File: src/rtl/bcc_pkg.sv
`default_nettype none
package bcc_pkg;

  // button phases
  localparam logic [1:0] PH_BOUNCE = 2'd0;
  localparam logic [1:0] PH_PRESS  = 2'd1;
  localparam logic [1:0] PH_WAIT   = 2'd2;
  localparam logic [1:0] PH_HELD   = 2'd3;

  // event codes
  localparam int unsigned EV_BITS = 3;
  localparam logic [EV_BITS-1:0] EV_NONE    = 3'd0;
  localparam logic [EV_BITS-1:0] EV_PENDING = 3'd1;
  localparam logic [EV_BITS-1:0] EV_SINGLE  = 3'd2;
  localparam logic [EV_BITS-1:0] EV_DOUBLE  = 3'd3;
  localparam logic [EV_BITS-1:0] EV_LONG    = 3'd4;

  // click counter saturates here
  localparam int unsigned CLICK_BITS = 3;
  localparam logic [CLICK_BITS-1:0] CLICK_MAX = 3'd7;

  // register map, word index (byte address / 4)
  localparam int unsigned ADDR_BITS = 4;
  localparam logic [1:0] REG_DEBOUNCE = 2'd0;
  localparam logic [1:0] REG_GAP      = 2'd1;
  localparam logic [1:0] REG_LONG     = 2'd2;
  localparam logic [1:0] REG_LEVEL    = 2'd3;

  localparam logic [7:0] RST_DEBOUNCE = 8'd2;
  localparam logic [7:0] RST_GAP      = 8'd20;
  localparam logic [7:0] RST_LONG     = 8'd100;
  localparam logic       RST_LEVEL    = 1'b0;

  typedef struct packed {
    logic [7:0] debounce_ticks;
    logic [7:0] double_gap_ticks;
    logic [7:0] long_ticks;
    logic       pressed_level;
  } cfg_t;

endpackage
`default_nettype wire

File: src/rtl/bcc_cfg_regs.sv
`default_nettype none
module bcc_cfg_regs (
  input  wire logic                           clk_i,
  input  wire logic                           rst_ni,
  input  wire logic                           psel,
  input  wire logic                           penable,
  input  wire logic                           pwrite,
  input  wire logic [bcc_pkg::ADDR_BITS-1:0]  paddr,
  input  wire logic [31:0]                    pwdata,
  output logic      [31:0]                    prdata,
  output logic                                pready,
  output bcc_pkg::cfg_t                       cfg_o
);

  bcc_pkg::cfg_t cfg_q, cfg_d;
  logic          wr_en;

  assign pready = 1'b1;
  assign wr_en  = psel && penable && pwrite;

  always_comb begin
    cfg_d = cfg_q;
    if (wr_en) begin
      case (paddr[3:2])
        bcc_pkg::REG_DEBOUNCE: cfg_d.debounce_ticks   = pwdata[7:0];
        bcc_pkg::REG_GAP:      cfg_d.double_gap_ticks = pwdata[7:0];
        bcc_pkg::REG_LONG:     cfg_d.long_ticks       = pwdata[7:0];
        bcc_pkg::REG_LEVEL:    cfg_d.pressed_level    = pwdata[0];
        default:               cfg_d = cfg_q;
      endcase
    end
  end

  always_ff @(posedge clk_i or negedge rst_ni) begin
    if (!rst_ni) begin
      cfg_q.debounce_ticks   <= bcc_pkg::RST_DEBOUNCE;
      cfg_q.double_gap_ticks <= bcc_pkg::RST_GAP;
      cfg_q.long_ticks       <= bcc_pkg::RST_LONG;
      cfg_q.pressed_level    <= bcc_pkg::RST_LEVEL;
    end else begin
      cfg_q <= cfg_d;
    end
  end

  always_comb begin
    case (paddr[3:2])
      bcc_pkg::REG_DEBOUNCE: prdata = {24'd0, cfg_q.debounce_ticks};
      bcc_pkg::REG_GAP:      prdata = {24'd0, cfg_q.double_gap_ticks};
      bcc_pkg::REG_LONG:     prdata = {24'd0, cfg_q.long_ticks};
      bcc_pkg::REG_LEVEL:    prdata = {31'd0, cfg_q.pressed_level};
      default:               prdata = 32'd0;
    endcase
  end

  assign cfg_o = cfg_q;

endmodule
`default_nettype wire

File: src/rtl/bcc_button.sv
`default_nettype none
module bcc_button #(
  parameter int unsigned COUNT_BITS = 8
) (
  input  wire logic                               pin_i,
  input  wire bcc_pkg::cfg_t                      cfg_i,
  input  wire logic [1:0]                         phase_i,
  input  wire logic [bcc_pkg::EV_BITS-1:0]        code_i,
  input  wire logic [COUNT_BITS-1:0]              tick_i,
  input  wire logic [bcc_pkg::CLICK_BITS-1:0]     click_i,
  output logic      [1:0]                         phase_o,
  output logic      [bcc_pkg::EV_BITS-1:0]        code_o,
  output logic      [COUNT_BITS-1:0]              tick_o,
  output logic      [bcc_pkg::CLICK_BITS-1:0]     click_o,
  output logic                                    report_o
);

  // compare width covers both the counter and the 8-bit thresholds
  localparam int unsigned CMP_W = (COUNT_BITS > 8) ? COUNT_BITS : 8;

  logic                  down;
  logic [COUNT_BITS-1:0] tick_inc;
  logic [COUNT_BITS-1:0] tick_adv;
  logic [CMP_W-1:0]      tick_cmp;
  logic                  deb_met, long_met, gap_met;

  assign down = pin_i ^ cfg_i.pressed_level;

  // counter runs while pending, reloads with long time at all ones
  always_comb begin
    tick_inc = tick_i + COUNT_BITS'(1);
    tick_adv = tick_i;
    if (code_i == bcc_pkg::EV_PENDING) begin
      tick_adv = (&tick_inc) ? COUNT_BITS'(cfg_i.long_ticks) : tick_inc;
    end
  end

  assign tick_cmp = CMP_W'(tick_adv);
  assign deb_met  = tick_cmp >= CMP_W'(cfg_i.debounce_ticks);
  assign long_met = tick_cmp >= CMP_W'(cfg_i.long_ticks);
  assign gap_met  = tick_cmp >= CMP_W'(cfg_i.double_gap_ticks);

  always_comb begin
    phase_o  = phase_i;
    code_o   = code_i;
    tick_o   = tick_adv;
    click_o  = click_i;
    report_o = 1'b0;
    case (phase_i)
      bcc_pkg::PH_BOUNCE: begin
        if (down) begin
          if (code_i == bcc_pkg::EV_NONE) begin
            tick_o  = '0;
            click_o = '0;
            code_o  = bcc_pkg::EV_PENDING;
          end else if (deb_met) begin
            phase_o = bcc_pkg::PH_PRESS;
          end
        end else if (click_i > 1) begin
          click_o  = '0;
          code_o   = bcc_pkg::EV_DOUBLE;
          report_o = 1'b1;
        end else if (click_i == 1) begin
          click_o  = '0;
          code_o   = bcc_pkg::EV_SINGLE;
          report_o = 1'b1;
        end else begin
          code_o = bcc_pkg::EV_NONE;
        end
      end
      bcc_pkg::PH_PRESS: begin
        if (down) begin
          if (click_i != '0) begin
            click_o  = '0;
            code_o   = bcc_pkg::EV_DOUBLE;
            phase_o  = bcc_pkg::PH_HELD;
            report_o = 1'b1;
          end else if (long_met) begin
            code_o   = bcc_pkg::EV_LONG;
            phase_o  = bcc_pkg::PH_HELD;
            report_o = 1'b1;
          end
        end else begin
          tick_o  = '0;
          click_o = (click_i == bcc_pkg::CLICK_MAX) ? click_i
                                                    : click_i + bcc_pkg::CLICK_BITS'(1);
          phase_o = bcc_pkg::PH_WAIT;
        end
      end
      bcc_pkg::PH_WAIT: begin
        if (down) begin
          tick_o  = '0;
          phase_o = bcc_pkg::PH_BOUNCE;
          code_o  = bcc_pkg::EV_PENDING;
        end else if (gap_met) begin
          code_o   = (click_i > 1) ? bcc_pkg::EV_DOUBLE : bcc_pkg::EV_SINGLE;
          click_o  = '0;
          report_o = 1'b1;
          phase_o  = bcc_pkg::PH_BOUNCE;
        end
      end
      bcc_pkg::PH_HELD: begin
        if (!down) begin
          phase_o = bcc_pkg::PH_BOUNCE;
        end
      end
      default: phase_o = bcc_pkg::PH_BOUNCE;
    endcase
  end

endmodule
`default_nettype wire

File: src/rtl/button_click_classifier_unit.sv
`default_nettype none
// button click classifier
// input channel: one item per scan tick, pin_levels_i holds the raw level of
//   every button (bit i is button i), taken when in_valid_i is high and
//   in_stall_o is low
// output channel: one item per input item, event_flags_o marks the buttons
//   that report a single, double or long click on that tick, event_codes_o
//   carries the 3-bit code of each button (none, pending, single, double,
//   long) before the clear that follows any report
// configuration: apb-style port, debounce, double-click gap and long-press
//   times plus the pressed pin level; write only while no item is in flight
// pipeline: an accepted item passes the input register, then the result
//   register, where out_valid_o rises; throughput one item per cycle while
//   out_stall_i does not hold the result register, set by the single
//   per-button next-state pass between the two registers
// stall: the result register holds a valid item while out_stall_i is high;
//   a full input register then holds too and in_stall_o rises, so no item is dropped
// reset: all buttons return to the bounce phase with code none and zero
//   counters, both pipeline stages empty, registers at their reset values
module button_click_classifier_unit #(
  parameter int unsigned NUM_BUTTONS = 3,
  parameter int unsigned COUNT_BITS  = 8
) (
  input  wire logic                                     clk_i,
  input  wire logic                                     rst_ni,
  // input channel
  input  wire logic                                     in_valid_i,
  output logic                                          in_stall_o,
  input  wire logic [NUM_BUTTONS-1:0]                   pin_levels_i,
  // output channel
  output logic                                          out_valid_o,
  input  wire logic                                     out_stall_i,
  output logic      [NUM_BUTTONS-1:0]                   event_flags_o,
  output logic      [bcc_pkg::EV_BITS*NUM_BUTTONS-1:0]  event_codes_o,
  // configuration port
  input  wire logic                                     psel,
  input  wire logic                                     penable,
  input  wire logic                                     pwrite,
  input  wire logic [bcc_pkg::ADDR_BITS-1:0]            paddr,
  input  wire logic [31:0]                              pwdata,
  output logic      [31:0]                              prdata,
  output logic                                          pready
);

  localparam int unsigned CODE_W = bcc_pkg::EV_BITS * NUM_BUTTONS;

  bcc_pkg::cfg_t cfg;

  // input register
  logic                   s1_valid_q, s1_valid_d;
  logic [NUM_BUTTONS-1:0] pins_q;

  // per-button state
  logic [NUM_BUTTONS-1:0][1:0]                     phase_q, phase_d;
  logic [CODE_W-1:0]                               codes_q, codes_d;
  logic [NUM_BUTTONS-1:0][COUNT_BITS-1:0]          tick_q, tick_d;
  logic [NUM_BUTTONS-1:0][bcc_pkg::CLICK_BITS-1:0] click_q, click_d;

  // combinational results of this tick
  logic [CODE_W-1:0]      codes_new;
  logic [NUM_BUTTONS-1:0] flags_new;

  // result register
  logic                   out_valid_q, out_valid_d;
  logic [NUM_BUTTONS-1:0] flags_q;
  logic [CODE_W-1:0]      out_codes_q;

  logic in_accept;
  logic advance;

  bcc_cfg_regs u_cfg (
    .clk_i   (clk_i),
    .rst_ni  (rst_ni),
    .psel    (psel),
    .penable (penable),
    .pwrite  (pwrite),
    .paddr   (paddr),
    .pwdata  (pwdata),
    .prdata  (prdata),
    .pready  (pready),
    .cfg_o   (cfg)
  );

  // the item in the input register moves on when the result register is empty or being taken
  assign advance    = s1_valid_q && (!out_valid_q || !out_stall_i);
  assign in_stall_o = s1_valid_q && !advance;
  assign in_accept  = in_valid_i && !in_stall_o;

  for (genvar gi = 0; gi < NUM_BUTTONS; gi++) begin : g_btn
    bcc_button #(
      .COUNT_BITS (COUNT_BITS)
    ) u_btn (
      .pin_i    (pins_q[gi]),
      .cfg_i    (cfg),
      .phase_i  (phase_q[gi]),
      .code_i   (codes_q[gi*bcc_pkg::EV_BITS +: bcc_pkg::EV_BITS]),
      .tick_i   (tick_q[gi]),
      .click_i  (click_q[gi]),
      .phase_o  (phase_d[gi]),
      .code_o   (codes_new[gi*bcc_pkg::EV_BITS +: bcc_pkg::EV_BITS]),
      .tick_o   (tick_d[gi]),
      .click_o  (click_d[gi]),
      .report_o (flags_new[gi])
    );
  end

  // any report clears every stored code after it is shown
  assign codes_d = (|flags_new) ? '0 : codes_new;

  always_comb begin
    s1_valid_d = s1_valid_q;
    if (in_accept) begin
      s1_valid_d = 1'b1;
    end else if (advance) begin
      s1_valid_d = 1'b0;
    end
  end

  always_comb begin
    out_valid_d = out_valid_q;
    if (advance) begin
      out_valid_d = 1'b1;
    end else if (!out_stall_i) begin
      out_valid_d = 1'b0;
    end
  end

  always_ff @(posedge clk_i or negedge rst_ni) begin
    if (!rst_ni) begin
      s1_valid_q  <= 1'b0;
      out_valid_q <= 1'b0;
      phase_q     <= '0;
      codes_q     <= '0;
      tick_q      <= '0;
      click_q     <= '0;
    end else begin
      s1_valid_q  <= s1_valid_d;
      out_valid_q <= out_valid_d;
      if (advance) begin
        phase_q <= phase_d;
        codes_q <= codes_d;
        tick_q  <= tick_d;
        click_q <= click_d;
      end
    end
  end

  // payload registers
  always_ff @(posedge clk_i) begin
    if (in_accept) begin
      pins_q <= pin_levels_i;
    end
    if (advance) begin
      flags_q     <= flags_new;
      out_codes_q <= codes_new;
    end
  end

  assign out_valid_o   = out_valid_q;
  assign event_flags_o = flags_q;
  assign event_codes_o = out_codes_q;

  // a held input item is never dropped
  a_s1_hold: assert property (@(posedge clk_i) disable iff (!rst_ni)
    in_stall_o |=> s1_valid_q)
    else $error("input item lost while stalled");

  // every item that leaves the input register shows up as a result
  a_adv_out: assert property (@(posedge clk_i) disable iff (!rst_ni)
    advance |=> out_valid_o)
    else $error("result missing after advance");

  // after a reported tick every stored code is back to none
  a_clear: assert property (@(posedge clk_i) disable iff (!rst_ni)
    (advance && (|flags_new)) |=> (codes_q == '0))
    else $error("event codes not cleared after report");

  // state only changes when an item is processed
  a_state_quiet: assert property (@(posedge clk_i) disable iff (!rst_ni)
    !advance |=> ($stable(phase_q) && $stable(tick_q) && $stable(click_q)))
    else $error("button state changed without an item");

endmodule
`default_nettype wire

File: config.mk
export PLATFORM = sky130hd
export DESIGN_NAME = button_click_classifier_unit
export DESIGN_NICKNAME = d
export VERILOG_FILES = /design/src/rtl/bcc_pkg.sv /design/src/rtl/bcc_cfg_regs.sv /design/src/rtl/bcc_button.sv /design/src/rtl/button_click_classifier_unit.sv
export SDC_FILE = /design/constraint.sdc
export NUM_CORES = 1
export LEC_CHECK = 0
export BUFFER_PORTS_ARGS = -buffer_cell sky130_fd_sc_hd__buf_4
export CAP_MARGIN = 20
export CORE_AREA = 5 5 172 174
export DETAILED_ROUTE_END_ITERATION = 12
export DIE_AREA = 0 0 177 179
export PLACE_DENSITY = 0.55
export SLEW_MARGIN = 15
export SYNTH_ARGS = -nofsm -noshare
export SYNTH_HDL_FRONTEND = slang
export SYNTH_HIERARCHICAL = 1
export SYNTH_SLANG_ARGS = --single-unit
File: constraint.sdc
create_clock -name clk_i -period 7.2 [get_ports clk_i]
set_clock_uncertainty 0.1 [all_clocks]
set_input_delay 0.72 -clock clk_i [delete_from_list [all_inputs] [get_ports clk_i]]
set_output_delay 0.72 -clock clk_i [all_outputs]
set_load 0.01 [all_outputs]
# --- Word-level counts from Yosys, hierarchy flattened ---
# Index checks and enable logic that the tools add are counted.
# W data, S select, Z words.
classes:
  addsub: 6
  magnitude_cmp: 12
  eq_ne: 58
  mux: 147
  bitwise_logic: 3
  n_reduce_logical: 38
ops:
  columns: ["op", "count"]
  rows:
  - ["$mux W3", 51]
  - ["$mux W8", 18]
  - ["$pmux W32 S4", 1]
  - ["$ge A8 B8 Y1", 9]
  - ["$pmux W8 S3", 3]
  - ["$mux W2", 30]
  - ["$pmux W3 S3", 6]
  - ["$reduce_and A8 Y1", 6]
  - ["$mux W1", 31]
  - ["$add A8 B1 Y8 const B", 3]
  - ["$pmux W2 S4", 3]
  - ["$reduce_and A7 Y1", 3]
  - ["$ne A2 B1 Y1 const B", 10]
  - ["$eq A3 B1 Y1 const B", 6]
  - ["$ne A2 B2 Y1 const B", 9]
  - ["$ne A3 B3 Y1 const B", 6]
  - ["$reduce_bool A3 Y1", 6]
  - ["$eq A2 B2 Y1 const B", 8]
  - ["$ne A4 B1 Y1 const B", 3]
  - ["$ne A4 B4 Y1 const B", 3]
  - ["$add A3 B1 Y3 const B", 3]
  - ["$eq A3 B3 Y1 const B", 3]
  - ["$gt A3 B1 Y1 const B", 3]
  - ["$logic_not A3 Y1", 3]
  - ["other kinds (13)", 37]
totals:
  register_bits: 90
  in_bits: 46
  output_inout_bits: 47
  wordCells: 283

# --- Depth between registers and ports, before layout ---
# Gate-level depths: netlist of run 1.
depth:
  word_depth: 11
  ltp_mapped: 16
  ltp_nobuf: 16

# --- By module ---
# Netlist of run 1, hierarchy kept.
by_module_without_submodules:
  columns: ["module", "n_inst", "cells_each", "area_per_inst_um2", "seq_area_each_um2"]
  rows:
  - ["button_click_classifier_unit", 1, 137, 2588.7, 1701.6]
  - ["bcc_button at g_btn[1].u_btn", 1, 225, 1458.9, 0.0]
  - ["bcc_button at g_btn[0].u_btn", 1, 212, 1428.9, 0.0]
  - ["bcc_button at g_btn[2].u_btn", 1, 213, 1422.6, 0.0]
  - ["bcc_cfg_regs", 1, 109, 1340.0, 633.1]

# --- Worst setup path after synthesis of run 1 ---
# No wires, ideal clock.
synth_timing:
  kind: "reg-to-reg"
  start: "reg tick_q[8] (netlist name)"
  end: "reg codes_q[0]"
  setup_ns: 0.068
  arrival_time_ns: 3.720
  required_ns: 7.032
  path_slack_ns: 3.312
  path_stages_with_launch: 15
  period_less_slack_ns: 3.888
  path_cell_list: "dfrtp_1 > ha_1 > nand3_2 > or3_1 > buf_6 > a211oi_1 > mux2_2 > a21oi_1 > ha_1 > a2111oi_0 > o31ai_1 > a21oi_1 > a21oi_1 > nor3_2 > a32o_1"
synth_via:
  elab_chain_cells: 11
synth_rtl:
  columns: ["element", "line_no", "rtl"]
  rows:
  - ["start: declaration", "button_click_classifier_unit.sv:56", "logic [NUM_BUTTONS-1:0][COUNT_BITS-1:0] tick_q, tick_d;"]
  - ["start signal: assignment", "button_click_classifier_unit.sv:142", "tick_q <= tick_d;"]
  - ["$add A8 B1 Y8", "bcc_button.sv:31", "tick_inc = tick_i + COUNT_BITS'(1);"]
  - ["$reduce_and A8 Y1", "bcc_button.sv:34", "tick_adv = (&tick_inc) ? COUNT_BITS'(cfg_i.long_ticks) : tick_inc;"]
  - ["$mux W8", "bcc_button.sv:34", null]
  - ["$mux W8 *", "bcc_button.sv:33", "if (code_i == bcc_pkg::EV_PENDING) begin"]
  - ["$ge A8 B8 Y1", "bcc_button.sv:40", "assign long_met = tick_cmp >= CMP_W'(cfg_i.long_ticks);"]
  - ["$mux W1", "bcc_button.sv:78", "end else if (long_met) begin"]
  - ["$mux W1", "bcc_button.sv:73", "if (click_i != '0) begin"]
  - ["$mux W1", "bcc_button.sv:72", "if (down) begin"]
  - ["$pmux W1 S3 *", "bcc_button.sv:49", "case (phase_i)"]
  - ["net flags_new[1]", "button_click_classifier_unit.sv:61", "logic [NUM_BUTTONS-1:0] flags_new;"]
  - ["$reduce_or A3 Y1 *", "button_click_classifier_unit.sv:108", "assign codes_d = (|flags_new) ? '0 : codes_new;"]
  - ["$mux W9 *", "button_click_classifier_unit.sv:108", null]
  - ["end signal: assignment", "button_click_classifier_unit.sv:141", "codes_q <= codes_d;"]
  - ["end: declaration", "button_click_classifier_unit.sv:55", "logic [CODE_W-1:0] codes_q, codes_d;"]
# Mark *: on every way through the listed nets, which the timed path passes. The rest lies on a longest branch.
# A chain may end at the register's enable or synchronous reset.

# --- Final worst setup path of run 1 ---
layout_timing:
  start: "reg tick_q[0] (netlist name)"
  end: "reg codes_q[6]"
# Same word-level chain as after synthesis.

==> impl_metrics.tcl, run 1 <==
set metrics [dict create \
    slowest_delay_ns 0.56 \
    drt_iter0_drc 329 \
    yosysTopAreaCell "dfrtp_1" \
    period_needed_ns 4.95 \
    switchingPower_w 0.000974 \
    p_int_w 0.00131 \
    cts_num_sinks 90 \
    max-vdd-ir-drop_mv 0.124 \
    antenna_found_initial 0 \
    finalWeightedCongestion 0.831 \
    clkTransAtPathRegs_ns 0.07 \
    grt_first_pass_wirelength_um 33300 \
    async_reset_ff_frac 0.833 \
    crit_chain "ha_1 > nand3_2 > o21a_1 > o2111ai_4 > nor2_1 > o31ai_1 > ha_1 > a21o_1 > a221o_1 > a21oi_1 > a21o_1 > nand2_1 > nor3_2 > a32o_1" \
    tightestPinTransition_ns 0.933 \
    max-cap-violations 0 \
    outcome "completed" \
    grt_max_degree 76 \
    rows 61 \
    swShare 0.427 \
    vias_per_cell 4.99 \
    netlist_instances 896 \
    crit_slowest_cell "a21oi_1" \
    critical_path_required_ns 7.39 \
    die_area_um2 31700 \
    h-tree-depth 3 \
    p_leak_nw 4.06 \
    post_cts_buffers 0 \
    rsz0062_at_grt "false" \
    setup-violations-final 0 \
    ys_types 89 \
    slew_viol_final 0 \
    n_antenna_cell 0 \
    yosysSeqAreaShare 0.283 \
    cts_tree "done" \
    dp_hpwl_um 15200 \
    ys_top_cells_by_count "ha_1 (87), inv_1 (82), nand2_1 (75)" \
    fin_ws_ns 2.25 \
    grt_overflow 0 \
    dpl_worst_slack_ns 2.28 \
    start_kind "flip-flop" \
    synth_top_family_by_area "compound AO/OA/AOI/OAI gates" \
    die_w_um 177 \
    synth_fa_ha_area_frac 0.132 \
    finalPower_w 0.00228 \
    netlist_area_um2 8240 \
    syn_to_final_growth_pct 9.40 \
    tns_ns 0 \
    drt-total-wl_um 20500 \
    p_seq_frac 0.342 \
    clockPowerShare 0.204 \
    nets 1051 \
    slew_headroom 0.374 \
    fin_hold_ws_ns 0.230 \
    synth.yosys.warnings 6 \
    initial_core_util 0.298 \
    antenna_left 0 \
    drc 0 \
    hold_viol_final 0 \
    root_buffer "clkbuf_16" \
    p_comb_frac 0.454 \
    cts_buffers 9 \
    synth-edff-count 15 \
    holdCritPathClass "input pin to asynchronous set/reset pin" \
    ios 93 \
    yosys.area_share.simple 0.164 \
    cts_buffer_depth 2 \
    fmax_mhz 202 \
    cp-end-kind "flip-flop" \
    setup.worst_path.class "flip-flop to flip-flop" \
    critPathTopFamily "compound AO/OA/AOI/OAI gates" \
    synthXorXnorAreaFrac 0.0211 \
    synth_top_area_share 0.210 \
    drive_gt1_frac 0.183 \
    clk_latency_ns 0.36 \
    cts_resized 0 \
    synthMuxAreaShare 0.126 \
    grtUsageTotal 0.131 \
    critPathMaxFanout 9 \
    synth_area_per_cell_um2 9.20 \
    routedWlPerCell_um 15.8 \
    postCtsHoldBufs 0 \
    power_density_nw_per_um2 253 \
    fill_cells 2891 \
    die-height_um 179 \
    min_period_over_period 0.688 \
    via_count 6495 \
    synthTopCellsByArea "dfrtp_1 (21%), ha_1 (13%), mux2_4 (7.3%), edfxtp_1 (5.5%), mux2_2 (4.1%)" \
    grt_pass1_vias 6219 \
    worstPathArrival_ns 5.15 \
    synth_most_common_cell "ha_1" \
    synth-seq-cells 90 \
    cp_num_buf_inv 0 \
    coreArea_um2 27600 \
    io_buffers 41 \
    drt_pass1_iterations 5 \
    synth_ff_type "dfrtp_1" \
    synth-compound-area-share 0.184 \
]
## state kept, by name, indices dropped and copies added, names as in the netlist
| name | cells |
|---|---|
| pins_q | 3 |
| s1_valid_q | 1 |
| tick_q | 24 |
| event_codes_o | 9 |
| event_flags_o | 3 |
| u_cfg/cfg_o | 25 |
| codes_q | 9 |
| out_valid_o | 1 |
| click_q | 9 |
| phase_q | 6 |
## stage by stage
step           area [µm²]  utilization  cells
2_1_floorplan        8330            -    919
3_3_place_gp         8710        0.315   1284
3_5_place_dp         8710        0.315   1284
4_1_cts              8990        0.326   1300
5_1_grt              9010        0.326   1301
6_report             9010        0.326   1301
## area by class of cell
cell class / count / area [µm²] / share of cell area
clock buffers: 9 / 225 / 0.0250
clock inverters: 7 / 53.8 / 0.00597
inverters: 83 / 317 / 0.0351
multi-input cells: 690 / 5270 / 0.584
flip-flops and latches: 90 / 2330 / 0.259
well taps: 378 / 473 / 0.0525
repair buffers: 44 / 343 / 0.0380
## placed cells by master (no fill, tap or decap), types with 8 or more instances in the layout
cell type,n
a21oi_1,55
dfrtp_1,69
mux2_4,40
ha_1,87
o21ai_0,47
nand2b_1,17
a21o_1,9
nor2b_1,9
a32o_1,11
buf_4,43
nand2_1,75
xnor2_1,10
nor3_1,30
nor2_1,47
mux2i_1,8
conb_1,25
inv_1,82
xor2_1,8
a31oi_1,8
a211oi_1,15
edfxtp_1,15
mux2_2,30
clkbuf_16,9
nand3_1,20
and2_1,16
## power groups by stage
stage	clock [W]	sequential [W]	combinational, W
6_report	0.000466	0.000781	0.00104
5_1_grt	0.000499	0.000800	0.00117
4_1_cts	0.000480	0.000782	0.00104
3_5_place_dp	0	0.000792	0.00103
3_3_place_gp	0	0.000790	0.00102
2_1_floorplan	0	0.000713	0.000817
## worst paths after layout
check / endpoint / cells after the start / from / slack [ns]
min: click_q[0] / 1 / rst_ni / 0.23
min in group clk_i: pins_q[2] / 1 / pin_levels_i[2] / 0.44
max in group asynchronous: u_cfg/cfg_o[7] / 2 / rst_ni / 6.10
max: codes_q[6] / 14 / tick_q[0] / 2.25
min reg2reg: codes_q[7] / 1 / codes_q[7] / 0.48
max reg2reg: codes_q[6] / 14 / tick_q[0] / 2.25
## routing by layer
metal	part of all wire	global-route usage	vias up	wire, µm
li1	-	-	3250	-
met1	0.48	0.178	3121	9850
met2	0.48	0.221	97	9790
met3	0.026	0.0169	27	524
met4	0.018	0.0374	0	363
met5	0	0	-	0
## cells by family (layout without fill, tap and decap cells)
| kind of cell | after synthesis | in the layout |
|---|---|---|
| other | 2 | 25 |
| DFF | 90 | 90 |
| and+or+nand+nor | 262 | 262 |
| muxes | 79 | 79 |
| buffers and inverters | 139 | 143 |
| xor gates and xnor gates | 19 | 19 |
| adders and majority gates | 87 | 87 |
| AOI/OAI and AO/OA | 218 | 218 |
No activity file was read; power rests on OpenSTA's default activity.
==> run 2: changes to the inputs <==
--- a/config.mk
+++ b/config.mk
@@ -5,11 +5,12 @@
 export SDC_FILE = /design/constraint.sdc
 export NUM_CORES = 1
 export LEC_CHECK = 0
+export ABC_AREA = 1
 export BUFFER_PORTS_ARGS = -buffer_cell sky130_fd_sc_hd__buf_4
 export CAP_MARGIN = 20
-export CORE_AREA = 5 5 172 174
+export CORE_AREA = 5 5 173 175
 export DETAILED_ROUTE_END_ITERATION = 12
-export DIE_AREA = 0 0 177 179
+export DIE_AREA = 0 0 178 180
 export PLACE_DENSITY = 0.55
 export SLEW_MARGIN = 15
 export SYNTH_ARGS = -nofsm -noshare
==> constraint.sdc (replaced) <==
create_clock -name clk_i -period 4.7 [get_ports clk_i]
set_clock_uncertainty 0.1 [all_clocks]
set_input_delay 0.47 -clock clk_i [delete_from_list [all_inputs] [get_ports clk_i]]
set_output_delay 0.47 -clock clk_i [all_outputs]
set_load 0.01 [all_outputs]
==> run 2 against run 1 <==
Effect of this change:
- the flow now finishes with violations (negative hold slack)
- setup slack got worse by 1.3 ns
- global-route usage increased by 0.92 points
- final area increased by 2.7%
- largest power group unchanged
- final cell count increased by 28%
- via count increased by 18%
- highest routed layer unchanged
- non-clock buffer count decreased by 2
- maximum frequency increased by 31%
- clock-buffer cell count increased by 4
- worst hold slack got worse by 0.23 ns
- synthesized cell count increased by 39%
- sequential cell count unchanged
==> impl_metrics.tcl, run 2 <==
set metrics [dict create \
    vias_per_cell 4.57 \
    violations "negative hold slack" \
    antenna_left 0 \
    fmax_mhz 265 \
    crit_slowest_cell "dfrtp_1" \
    synth.yosys.warnings 6 \
    hold_viol_final 3 \
    grtUsageTotal 0.141 \
    final_common_cell "nand2_1" \
    power_density_nw_per_um2 441 \
    io_buffers 41 \
    ys_types 49 \
    period_needed_ns 3.77 \
    drc 0 \
    antenna_found_initial 0 \
    finalWeightedCongestion 0.857 \
    ys_top_cells_by_count "nand2_1 (486), inv_1 (175), ha_1 (87)" \
    h-tree-depth 3 \
    min_period_over_period 0.803 \
    drt-total-wl_um 21800 \
    setup-violations-final 0 \
    p_leak_nw 5.08 \
    rrSetupSlack_ns 0.93 \
    cts_resized 0 \
    dpl_worst_slack_ns 0.891 \
    syn_to_final_growth_pct 10.8 \
    post_cts_buffers 0 \
    synth_most_common_cell "nand2_1" \
    multi_input_comb_area_um2 5140 \
    dp_hpwl_um 16400 \
    synthTopCellsByArea "nand2_1 (22%), dfrtp_1 (21%), ha_1 (13%), inv_1 (7.9%), edfxtp_1 (5.4%)" \
    fin_ws_ns 0.926 \
    layout_common_cells "nand2_1 (486), inv_1 (175), ha_1 (87)" \
    netlist_instances 1245 \
    critPathTopFamily "simple AND/OR/NAND/NOR gates" \
    synth_area_per_cell_um2 6.71 \
    initial_core_util 0.295 \
    synth_top_area_share 0.218 \
    setup.worst_path.class "flip-flop to flip-flop" \
    critical_path_required_ns 4.86 \
    fin_util 0.327 \
    rsz0062_at_grt "false" \
    postCtsHoldBufs 0 \
    drt_iter0_drc 441 \
    die-height_um 180 \
    grt_max_degree 76 \
    root_buffer "clkbuf_16" \
    critPathMaxFanout 9 \
    cp_num_buf_inv 1 \
    max-vdd-ir-drop_mv 0.193 \
    routedWlPerCell_um 13.1 \
    async_reset_ff_frac 0.833 \
    nets 1415 \
    drive_gt1_frac 0.100 \
    crit_chain "ha_1 > nand2_2 > inv_1 > nor2_1 > nand3_2 > nor2_4 > nand2_4 > o21ai_1 > nand2_1 > ha_1 > a21oi_1 > nor2_1 > nor2_1 > nand3_1 > nand3_1 > o211ai_1 > nor2_2 > nand3_1 > o21ai_0" \
    tns_ns 0 \
    slowest_delay_ns 0.47 \
    grt_first_pass_wirelength_um 36900 \
    holdCritPathClass "input pin to asynchronous set/reset pin" \
    start_kind "flip-flop" \
    rows 62 \
    cts_buffer_depth 2 \
    largest_register_ff_count 25 \
    synth-seq-cells 90 \
    fill_cells 3079 \
    cts_buffers 9 \
    synth_ff_type "dfrtp_1" \
    die_w_um 178 \
    yosysTopAreaCell "nand2_1" \
    worstPathArrival_ns 3.93 \
    coreArea_um2 28300 \
    finalPower_w 0.00408 \
    netlist_area_um2 8350 \
    clk_latency_ns 0.35 \
    ios 93 \
    drt_pass1_iterations 5 \
    die_area_um2 32000 \
    seq_area_um2 2330 \
    yosysSeqAreaShare 0.279 \
    slew_viol_final 0 \
    slew_headroom 0.311 \
    grt_pass1_vias 7234 \
    max-cap-violations 0 \
    synth-edff-count 15 \
    cp-end-kind "flip-flop" \
    fin_hold_ws_ns -0.00492 \
    tightestPinTransition_ns 1.03 \
    clkTransAtPathRegs_ns 0.07 \
    grt_overflow 0 \
    cts_tree "done" \
    n_antenna_cell 0 \
    cts_num_sinks 90 \
    outcome "finished, violations left" \
    via_count 7632 \
]
-- run 2: layout make-up --
type	count	share of cell area
Clock buffer	13	0.0259
Multi-Input combinational cell	955	0.555
Inverter	184	0.0749
Sequential cell	90	0.252
Tap cell	384	0.0519
Timing Repair Buffer	42	0.0354
Clock inverter	3	0.00460
-- run 2: path summary, 6_finish.rpt --
check | endpoint | start | depth (start not counted)
max | codes_q[3] | tick_q[8] | 19
min | click_q[1] | rst_ni | 1
max reg2reg | codes_q[3] | tick_q[8] | 19
min reg2reg | click_q[2] | click_q[2] | 2
max in group asynchronous | u_cfg/cfg_o[3] | rst_ni | 2
min in group clk_i | pins_q[1] | pin_levels_i[1] | 1
-- run 2: per-stage QoR --
| stage | cell area [µm²] | instances | hold slack [ns] |
|---|---|---|---|
| 6_report | 9260 | 1671 | -0.00492 |
| 5_1_grt | 9260 | 1671 | 0.0285 |
| 4_1_cts | 9240 | 1670 | 0.182 |
| 3_5_place_dp | 8950 | 1654 | 0.400 |
| 3_3_place_gp | 8950 | 1654 | 0.398 |
| 2_1_floorplan | 8440 | 1268 | 0.0744 |
-- run 2: cell families after synthesis --
| logic type | synth area share |
|---|---|
| buffers and inverters | 0.116 |
| flip-flops | 0.279 |
| XOR/XNOR | 0.00734 |
| AO/OA/AOI/OAI | 0.0854 |
| adder cells (fa/ha/maj) | 0.130 |
| AND/OR/NAND/NOR | 0.381 |
| other | 0.000899 |
-- run 2: worst register-to-register path: cells and delay by family, from the launching register on --
family / cells / cell delay (ns)
buffers and inverters: 1 / 0.05
AOI/OAI and AO/OA: 4 / 0.68
and+or+nand+nor: 12 / 1.81
DFF: 1 / 0.47
adders and majority gates: 2 / 0.58
-- run 2: routing by layer --
layer	vias to the layer above	wire, µm	track usage
met5	-	0	0
li1	3982	-	-
met4	0	434	0.0402
met3	24	915	0.0193
met2	141	10500	0.239
met1	3485	9940	0.186
-- run 2: power by group --
part | switching (W) | total, W | leakage (nW) | internal, W
combinational | 0.00134 | 0.00209 | 3.81 | 0.000749
sequential | 0.000284 | 0.00128 | 1.13 | 0.000991
clock | 0.000309 | 0.000722 | 0.134 | 0.000413
total | 0.00193 | 0.00408 | 5.08 | 0.00215
